--- src/rtl/lpmd_pkg.sv ---
// Package for the length-prefixed message deframer.
// Holds header constants and the result struct; no dependencies.
`default_nettype none

package lpmd_pkg;

    localparam int unsigned HEADER_BYTES = 8;
    localparam int unsigned LENGTH_BYTES = 4;
    localparam int unsigned HDR_IDX_W    = $clog2(HEADER_BYTES);

    localparam logic [HDR_IDX_W-1:0] HDR_LAST = HDR_IDX_W'(HEADER_BYTES - 1);

    typedef struct packed {
        logic        valid;
        logic [7:0]  payload_byte;
        logic [31:0] message_id;
        logic        first_of_message;
        logic        last_of_message;
        logic        empty_message;
    } t_result;

endpackage

`default_nettype wire

--- src/rtl/lpmd_parser.sv ---
// Header/payload parser: holds the framing state and decodes one byte.
// Depends on lpmd_pkg.
`default_nettype none

module lpmd_parser (
    input  wire logic             i_clk,
    input  wire logic             i_rst_n,
    input  wire logic             i_advance,
    input  wire logic [7:0]       i_byte,
    output lpmd_pkg::t_result     o_res
);
    import lpmd_pkg::*;

    logic [HDR_IDX_W-1:0] r_hdr_idx, n_hdr_idx;
    logic [31:0]          r_length, n_length;
    logic [31:0]          r_id, n_id;
    logic [31:0]          r_left, n_left;
    logic                 r_in_payload, n_in_payload;
    logic                 r_started, n_started;

    always_comb begin
        n_hdr_idx    = r_hdr_idx;
        n_length     = r_length;
        n_id         = r_id;
        n_left       = r_left;
        n_in_payload = r_in_payload;
        n_started    = r_started;
        o_res        = '0;

        if (r_in_payload) begin
            o_res.valid            = 1'b1;
            o_res.payload_byte     = i_byte;
            o_res.message_id       = r_id;
            o_res.first_of_message = !r_started;
            o_res.last_of_message  = (r_left <= 32'd1);
            o_res.empty_message    = 1'b0;
            n_left                 = r_left - 32'd1;
            n_started              = 1'b1;
            if (r_left <= 32'd1) begin
                n_in_payload = 1'b0;
                n_started    = 1'b0;
                n_left       = '0;
            end
        end else begin
            // write the byte into its lane of length or id
            for (int k = 0; k < LENGTH_BYTES; k++) begin
                if (r_hdr_idx[1:0] == 2'(k)) begin
                    if (r_hdr_idx < HDR_IDX_W'(LENGTH_BYTES)) begin
                        n_length[8*k +: 8] = i_byte;
                    end else begin
                        n_id[8*k +: 8] = i_byte;
                    end
                end
            end
            if (r_hdr_idx != HDR_LAST) begin
                n_hdr_idx = r_hdr_idx + HDR_IDX_W'(1);
            end else begin
                n_hdr_idx = '0;
                if (r_length == 32'd0) begin
                    o_res.valid            = 1'b1;
                    o_res.payload_byte     = 8'd0;
                    o_res.message_id       = n_id;
                    o_res.first_of_message = 1'b1;
                    o_res.last_of_message  = 1'b1;
                    o_res.empty_message    = 1'b1;
                end else begin
                    n_left       = r_length;
                    n_in_payload = 1'b1;
                    n_started    = 1'b0;
                end
            end
        end
    end

    always_ff @(posedge i_clk) begin
        if (!i_rst_n) begin
            r_hdr_idx    <= '0;
            r_length     <= '0;
            r_id         <= '0;
            r_left       <= '0;
            r_in_payload <= 1'b0;
            r_started    <= 1'b0;
        end else if (i_advance) begin
            r_hdr_idx    <= n_hdr_idx;
            r_length     <= n_length;
            r_id         <= n_id;
            r_left       <= n_left;
            r_in_payload <= n_in_payload;
            r_started    <= n_started;
        end
    end

`ifndef ASSERT_OFF
    a_payload_idx_zero: assert property (@(posedge i_clk) disable iff (!i_rst_n)
        r_in_payload |-> (r_hdr_idx == '0))
        else $error("header index not cleared during payload");

    a_enter_payload: assert property (@(posedge i_clk) disable iff (!i_rst_n)
        (i_advance && !r_in_payload && r_hdr_idx == HDR_LAST && r_length != 32'd0)
        |=> r_in_payload)
        else $error("nonzero length header did not enter payload");

    a_leave_payload: assert property (@(posedge i_clk) disable iff (!i_rst_n)
        (i_advance && r_in_payload && r_left <= 32'd1) |=> !r_in_payload)
        else $error("payload did not end on last byte");
`endif

endmodule

`default_nettype wire

--- src/rtl/lpmd_out_stage.sv ---
// Result register with valid/stall handshake toward the consumer.
// Depends on lpmd_pkg.
`default_nettype none

module lpmd_out_stage (
    input  wire logic              i_clk,
    input  wire logic              i_rst_n,
    input  wire logic              i_take,
    input  wire lpmd_pkg::t_result i_res,
    input  wire logic              i_stall,
    output logic                   o_blocked,
    output lpmd_pkg::t_result      o_res
);
    import lpmd_pkg::*;

    logic    r_valid;
    t_result r_res;

    // slot is blocked while a result waits and the consumer stalls
    assign o_blocked = r_valid && i_stall;

    always_ff @(posedge i_clk) begin
        if (!i_rst_n) begin
            r_valid <= 1'b0;
        end else if (!o_blocked) begin
            r_valid <= i_take && i_res.valid;
        end
    end

    always_ff @(posedge i_clk) begin
        if (!o_blocked && i_take && i_res.valid) begin
            r_res <= i_res;
        end
    end

    always_comb begin
        o_res       = r_res;
        o_res.valid = r_valid;
    end

`ifndef ASSERT_OFF
    a_empty_marks: assert property (@(posedge i_clk) disable iff (!i_rst_n)
        (r_valid && r_res.empty_message) |->
        (r_res.first_of_message && r_res.last_of_message && r_res.payload_byte == 8'd0))
        else $error("empty result lacks first/last marks or zero byte");
`endif

endmodule

`default_nettype wire

--- src/rtl/length_prefixed_message_deframer_core.sv ---
// Top level of the length-prefixed message deframer.
// Depends on lpmd_pkg, lpmd_parser and lpmd_out_stage.
//
//  channel | direction | handshake         | payload
//  --------+-----------+-------------------+--------------------------------------
//  in      | consumer  | i_valid / o_stall | i_in_byte
//  out     | producer  | o_valid / i_stall | o_payload_byte, o_message_id,
//          |           |                   | o_first_of_message, o_last_of_message,
//          |           |                   | o_empty_message
//
// One byte is accepted per clock while o_stall is low. A byte waits in the input
// register while the parser decodes it; any result then loads into the result
// register, where the consumer can take it.
// Reset (synchronous, active low) clears the framing state: the block then
// expects the first header byte.
// A stall on the output holds the result register; the input register holds
// its byte and o_stall rises only while that byte cannot move on.
`default_nettype none

module length_prefixed_message_deframer_core (
    input  wire logic        i_clk,
    input  wire logic        i_rst_n,
    input  wire logic        i_valid,
    output logic             o_stall,
    input  wire logic [7:0]  i_in_byte,
    output logic             o_valid,
    input  wire logic        i_stall,
    output logic [7:0]       o_payload_byte,
    output logic [31:0]      o_message_id,
    output logic             o_first_of_message,
    output logic             o_last_of_message,
    output logic             o_empty_message
);
    import lpmd_pkg::*;

    logic       r_s1_valid;
    logic [7:0] r_s1_byte;
    logic       w_blocked;
    logic       w_move;
    t_result    w_res;
    t_result    w_out;

    // advance the held byte whenever the result slot can take it
    assign w_move  = r_s1_valid && !w_blocked;
    // hold the input request only while a byte is stuck in stage one
    assign o_stall = r_s1_valid && w_blocked;

    always_ff @(posedge i_clk) begin
        if (!i_rst_n) begin
            r_s1_valid <= 1'b0;
        end else if (!o_stall) begin
            r_s1_valid <= i_valid;
        end
    end

    always_ff @(posedge i_clk) begin
        if (!o_stall && i_valid) begin
            r_s1_byte <= i_in_byte;
        end
    end

    lpmd_parser u_parser (
        .i_clk     (i_clk),
        .i_rst_n   (i_rst_n),
        .i_advance (w_move),
        .i_byte    (r_s1_byte),
        .o_res     (w_res)
    );

    lpmd_out_stage u_out (
        .i_clk     (i_clk),
        .i_rst_n   (i_rst_n),
        .i_take    (w_move),
        .i_res     (w_res),
        .i_stall   (i_stall),
        .o_blocked (w_blocked),
        .o_res     (w_out)
    );

    assign o_valid            = w_out.valid;
    assign o_payload_byte     = w_out.payload_byte;
    assign o_message_id       = w_out.message_id;
    assign o_first_of_message = w_out.first_of_message;
    assign o_last_of_message  = w_out.last_of_message;
    assign o_empty_message    = w_out.empty_message;

`ifndef ASSERT_OFF
    a_stall_needs_byte: assert property (@(posedge i_clk) disable iff (!i_rst_n)
        o_stall |-> (r_s1_valid && o_valid))
        else $error("input stalled with no byte held or no result waiting");

    a_held_byte_stays: assert property (@(posedge i_clk) disable iff (!i_rst_n)
        o_stall |=> (r_s1_valid && r_s1_byte == $past(r_s1_byte)))
        else $error("stalled input byte lost or changed");
`endif

endmodule

`default_nettype wire

--- config.mk ---
export PLATFORM = sky130hd
export DESIGN_NAME = length_prefixed_message_deframer_core
export DESIGN_NICKNAME = d
export VERILOG_FILES = /design/src/rtl/lpmd_pkg.sv /design/src/rtl/lpmd_parser.sv /design/src/rtl/lpmd_out_stage.sv /design/src/rtl/length_prefixed_message_deframer_core.sv
export SDC_FILE = /design/constraint.sdc
export NUM_CORES = 1
export LEC_CHECK = 0
export ABC_AREA = 1
export BUFFER_PORTS_ARGS = -buffer_cell sky130_fd_sc_hd__clkbuf_2
export CAP_MARGIN = 30
export CORE_MARGIN = 2
export CORE_UTILIZATION = 40
export DETAILED_ROUTE_END_ITERATION = 10
export HOLD_SLACK_MARGIN = 0.12
export PLACE_DENSITY = 0.67
export SKIP_LAST_GASP = 1
export SLEW_MARGIN = 20
export SYNTH_ARGS = -nofsm -noshare
export SYNTH_HDL_FRONTEND = slang
export SYNTH_SLANG_ARGS = --single-unit
--- constraint.sdc ---
create_clock -name i_clk -period 4 [get_ports i_clk]
set_input_delay 0.4 -clock i_clk [delete_from_list [all_inputs] [get_ports i_clk]]
set_output_delay 0.4 -clock i_clk [all_outputs]
set_load 0.01 [all_outputs]
==> impl_metrics.yaml, run 1 <==
outcome:
  status: "completed"
power_and_ir_drop:
  clockPowerShare_pct: 44.3
  p_switching_mw: 0.8466
  p_leak_nw: 3.868
  p_sw_share_pct: 25.00
  comb_power_share_pct: 5.8
  p_per_area_nw_per_um2: 406.6
  seq_power_share_pct: 49.9
  internal_power_mw: 2.540
  ir_worst_vdd_mv: 0.3086
worst_setup_path:
  required_ns: 4.06
  critPathLaunchType: "flop"
  critPathMaxFanout: 43
  arrival_ns: 2.74
  critPathKind: "flop to flop"
  end_kind: "flop"
cts:
  clk_path_buf_depth: 2
  cts_max_level: 4
  clock_sinks: 154
  clock_latency_ns: 0.43
  cts.clk_slew.worst_paths_ns: 0.06
  ctsHoldBuffers: 0
  cts_resized: 0
  post_cts_buffers: 0
  cts_buffers: 17
  cts_tree: "built"
  cts_root_buf: "clkbuf_16"
placed_design:
  gp_congestion: 0.8508
  portBuffers: 56
  dpl.hpwl_um: 12740
  place_area_um2: 7782
  place_ws_ns: 1.357
  placed_cells: 1200
finish:
  drive_gt1_share_pct: 11.86
  final_cell_area_um2: 8329
  fin_util_pct: 46.21
  areaGrowthSynthToFinish_pct: 12.93
  fillers: 1808
  diodes: 0
  final_cells: 1232
  nNetsFinal: 1009
logic_synthesis:
  syn-num-nets: 973
  yosysUniqueCellTypes: 31
  synth_area_leaders: "dfxtp_1, edfxtp_1, nand2_1, o21ai_0, a21oi_1"
  netlist.area_leader.share_pct: 27.96
  synth_warnings: 0
  synth_area_leader_cell: "dfxtp_1"
  synth_most_common_cell: "nand2_1"
  synth-edff-count: 51
  ys_ff_latch: 154
  yosysSeqAreaShare_pct: 48.72
  netlist_instances: 954
  synthArstFlopShare_pct: 0
  synth_top_flop_cell: "dfxtp_1"
  syn_avg_cell_area_um2: 7.731
  netlist_area_um2: 7376
  yosys-top-cells-count: "nand2_1, inv_1, o21ai_0"
sta:
  final-hold-violation-count: 0
  fin_skew_ns: 0.007841
  fin_crit_sh_pct: 67.01
  rsz0062_at_grt: "no"
  setup_ws_ns: 1.320
  slew_violations: 0
  fin_setup_tns_ns: 0
  worst_pin_slew_ns: 0.8825
  post-route-min-period_ns: 2.680
  relSlewSlack_pct: 41.08
  setup_violations: 0
  fmax_ghz: 0.3731
route:
  drtPass1Iterations: 5
  finalWirelength_um: 18980
  vias_per_cell: 5.210
  vias: 6419
  ant_nets: 0
  drt_iter0_drc: 636
  remaining_drc_errors: 0
  avgRoutedWirePerCell_um: 15.41
global_route:
  grt_first_pass_wirelength_um: 30460
  track_usage_pct: 19.62
  grt_max_degree: 58
  grt_pass1_vias: 5741
  gr-total-overflow: 0
  antenna_found_initial: 0
floorplanning:
  start_util_pct: 40.92
  ios: 57
  dieWidth_um: 139.8
  std_cell_rows: 49
  die_h_um: 139.8
  core_um2: 18020
  die_area_um2: 19540
job:
  maxCapViolCount: 0
worst_hold_path:
  hold_class: "primary input to flop"
==> state kept, by name, summed over array words and instances, names as in the netlist <==
register,cells
r_s1_byte,8
r_s1_valid,1
u_out.o_res,43
u_out.r_valid,1
u_parser.r_hdr_idx,3
u_parser.r_id,32
u_parser.r_in_payload,1
u_parser.r_left,32
u_parser.r_length,32
u_parser.r_started,1
==> area by class of cell <==
type                       instances  area [um2]  share of cell area (%)
inverter                         114       427.9                   5.137
clock inverter                    12       90.09                   1.082
clock buffer                      20       456.7                   5.483
timing repair buffer              64       340.3                   4.086
multi-input combinational        639        3134                   37.63
tap                              229       286.5                   3.440
sequential                       154        3593                   43.14
==> layer usage <==
layer / wire length, um / global-route usage [%]
met2: 8676 / 29.40
met4: 434 / 7.895
met5: 0 / 0
met1: 8859 / 27.82
met3: 1009 / 3.923
==> worst max-delay path, stage by stage (launching register included) <==
cell	delay, ns
dfxtp_1	0.90
inv_1	0.36
buf_4	0.29
nand2_1	0.09
nand2_1	0.08
inv_1	0.09
buf_4	0.46
==> logic make-up (layout without fill, tap and decap cells) <==
logic type,after synthesis,after routing,synth area share (%)
flip-flops,154,154,48.72
AND/OR/NAND/NOR,383,383,22.80
XOR/XNOR,14,14,1.662
adder cells (fa/ha/maj),7,7,1.187
AO/OA/AOI/OAI,235,235,16.74
buffers and inverters,161,210,8.889
==> path summary, 6_finish.rpt <==
path                                                          from                         endpoint  slack [ns]  depth (start not counted)
worst max-delay path            u_parser.r_in_payload$_SDFFE_PN0P_        u_out.o_res[10]$_DFFE_PP_        1.32                          6
worst min-delay path                                  i_in_byte[0]           r_s1_byte[0]$_DFFE_PP_        0.15                          1
worst max register to register  u_parser.r_in_payload$_SDFFE_PN0P_        u_out.o_res[10]$_DFFE_PP_        1.32                          6
worst min register to register     u_parser.r_started$_SDFFE_PN0P_  u_parser.r_started$_SDFFE_PN0P_        0.49                          2
==> power by group through the flow <==
| stage | Combinational (mW) | Clock, mW | Sequential, mW |
|---|---|---|---|
| floorplan | 0.150 | 0 | 1.70 |
| global placement | 0.189 | 0 | 1.72 |
| detailed placement | 0.194 | 0 | 1.72 |
| CTS | 0.196 | 1.52 | 1.69 |
| global route | 0.224 | 1.60 | 1.69 |
| finish | 0.196 | 1.50 | 1.69 |
==> cells in the final DEF, fill, tap and decap left out, drive strengths merged, types with 7 or more instances in the layout <==
| master | netlist | final |
|---|---|---|
| a21oi | 90 | 90 |
| buf | 21 | 8 |
| clkbuf | 26 | 76 |
| dfxtp | 103 | 103 |
| edfxtp | 51 | 51 |
| ha | 7 | 7 |
| inv | 113 | 117 |
| nand2 | 199 | 199 |
| nand3 | 63 | 63 |
| nand4 | 16 | 16 |
| nor2 | 100 | 100 |
| o21ai | 110 | 110 |
| o22ai | 32 | 32 |
| xor2 | 12 | 12 |
==> stage by stage <==
stage | power [mW] | hold slack (ns)
detailed placement | 1.918 | 0.4732
CTS | 3.407 | 0.1321
global placement | 1.913 | 0.4691
floorplan | 1.855 | 0.4355
finish | 3.387 | 0.1455
global route | 3.516 | 0.1320
(Power assumes the default switching activity.)
==> run 2: changes to the inputs <==
--- a/config.mk
+++ b/config.mk
@@ -12,7 +12,7 @@
 export CORE_UTILIZATION = 40
 export DETAILED_ROUTE_END_ITERATION = 10
 export HOLD_SLACK_MARGIN = 0.12
-export PLACE_DENSITY = 0.67
+export PLACE_DENSITY = 0.69
 export SKIP_LAST_GASP = 1
 export SLEW_MARGIN = 20
 export SYNTH_ARGS = -nofsm -noshare
==> constraint.sdc (replaced) <==
create_clock -name i_clk -period 2.25 [get_ports i_clk]
set_input_delay 0.225 -clock i_clk [delete_from_list [all_inputs] [get_ports i_clk]]
set_output_delay 0.225 -clock i_clk [all_outputs]
set_load 0.01 [all_outputs]
==> impl_metrics.yaml, run 2 (synthesis gave the netlist of run 1 again) <==
route:
  remaining_drc_errors: 0
  vias: 6465
  wl_met3_um: 1047
  drt_iter0_drc: 622
  avgRoutedWirePerCell_um: 14.99
  ant_nets: 0
  vias_per_cell: 5.189
  finalWirelength_um: 18680
  routed.top_layer: "met4"
  dr_wl_met2_um: 9020
  met1Wirelength_um: 8369
  drtPass1Iterations: 5
cts:
  cts_resized: 0
  clk_path_buf_depth: 2
  cts_tree: "built"
  cts.clk_slew.worst_paths_ns: 0.06
  cts_root_buf: "clkbuf_16"
  cts_max_level: 4
  ctsHoldBuffers: 9
  clock_sinks: 154
  cts_buffers: 17
  post_cts_buffers: 0
  clock_latency_ns: 0.43
placed_design:
  place_area_um2: 7849
  dpl.hpwl_um: 12550
  portBuffers: 56
  gp_congestion: 0.8813
  placed_cells: 1205
  place_ws_ns: 0.3882
finish:
  final_cell_mix: "nand2_1, inv_1, o21ai_0"
  nNetsFinal: 1023
  fin_util_pct: 47.26
  final_common_cell: "nand2_1"
  largest_reg_flops: 43
  final_cells: 1246
  diodes: 0
  drive_gt1_share_pct: 12.59
  final_cell_area_um2: 8518
  areaGrowthSynthToFinish_pct: 15.49
power_and_ir_drop:
  ir_worst_vdd_mv: 0.5579
  internal_power_mw: 4.617
  seq_power_share_pct: 48.4
  p_sw_share_pct: 25.67
  total_power_mw: 6.212
  p_leak_nw: 3.959
  p_per_area_nw_per_um2: 729.3
  clockPowerShare_pct: 45.7
  comb_power_share_pct: 5.9
  p_switching_mw: 1.595
sta:
  rsz0062_at_grt: "no"
  fin_hold_ws_ns: 0.1367
  worst_pin_slew_ns: 0.6700
  relSlewSlack_pct: 55.28
  setup_ws_ns: 0.3888
  slew_violations: 0
  fin_skew_ns: 0.007667
  final-hold-violation-count: 0
  fmax_ghz: 0.5373
  fin_crit_sh_pct: 82.72
  setup_violations: 0
  fin_setup_tns_ns: 0
  post-route-min-period_ns: 1.861
global_route:
  grt_max_degree: 65
  gr-total-overflow: 0
  grt_pass1_vias: 5884
  antenna_found_initial: 0
  track_usage_pct: 19.43
  grt_first_pass_wirelength_um: 30440
worst_hold_path:
  hold_class: "primary input to flop"
floorplanning:
  std_cell_rows: 49
  ios: 57
  start_util_pct: 40.92
  dieWidth_um: 139.8
  core_um2: 18020
  die_h_um: 139.8
  die_area_um2: 19540
worst_setup_path:
  arrival_ns: 1.97
  required_ns: 2.36
  end_kind: "flop"
  critPathMaxFanout: 19
  critPathLaunchType: "flop"
  critPathKind: "flop to flop"
job:
  maxCapViolCount: 0
outcome:
  status: "completed"
## run 2: cell types whose count changed in the layout (fill, tap and decap cells not counted), sizes merged
cell / change
inv: +3
buf: +5
bufinv: +1
dlygate4sd3: +9
clkbuf: -3
clkinvlp: -1
## run 2: worst paths after layout
check / start / end / slack, ns / cells after the start
max: u_parser.r_length[10]$_SDFFE_PN0P_ / u_out.o_res[8]$_DFFE_PP_ / 0.39 / 10
min: i_valid / r_s1_valid$_SDFFE_PN0N_ / 0.14 / 3
max reg2reg: u_parser.r_length[10]$_SDFFE_PN0P_ / u_out.o_res[8]$_DFFE_PP_ / 0.39 / 10
min reg2reg: u_parser.r_started$_SDFFE_PN0P_ / u_parser.r_started$_SDFFE_PN0P_ / 0.47 / 2
## run 2: layer usage
metal	up-vias	GRT usage, %
met5	-	0
met1	2999	26.32
met4	0	5.632
li1	3264	-
met2	183	31.89
met3	19	3.510
## run 2: area by class of cell
type | instances | area (um2)
multi-input cells | 639 | 3134
clock inverters | 15 | 153.9
clock buffers | 17 | 425.4
fillers | 1760 | 9507
repair buffers | 78 | 493.0
well taps | 229 | 286.5
inverters | 114 | 431.7
flip-flops and latches | 154 | 3593
## run 2: power groups by stage
stage / registers, mW / logic, mW / clock network [mW]
final: 3.01 / 0.365 / 2.84
after detailed placement: 3.07 / 0.347 / 0
after CTS: 3.00 / 0.362 / 2.87
after global placement: 3.06 / 0.338 / 0
after global routing: 3.01 / 0.413 / 3.00
after floorplan: 3.03 / 0.266 / 0
## run 2: worst max-delay path: stages, from the launching register on
cell and delay [ns]:
dfxtp_1 0.33, nor2_1 0.12, nand2_1 0.06, nor2_1 0.12, nand2_1 0.11, nor2_4 0.17, nand2_1 0.07, nand2_1 0.08
nand2_1 0.11, clkinvlp_4 0.09, buf_4 0.27
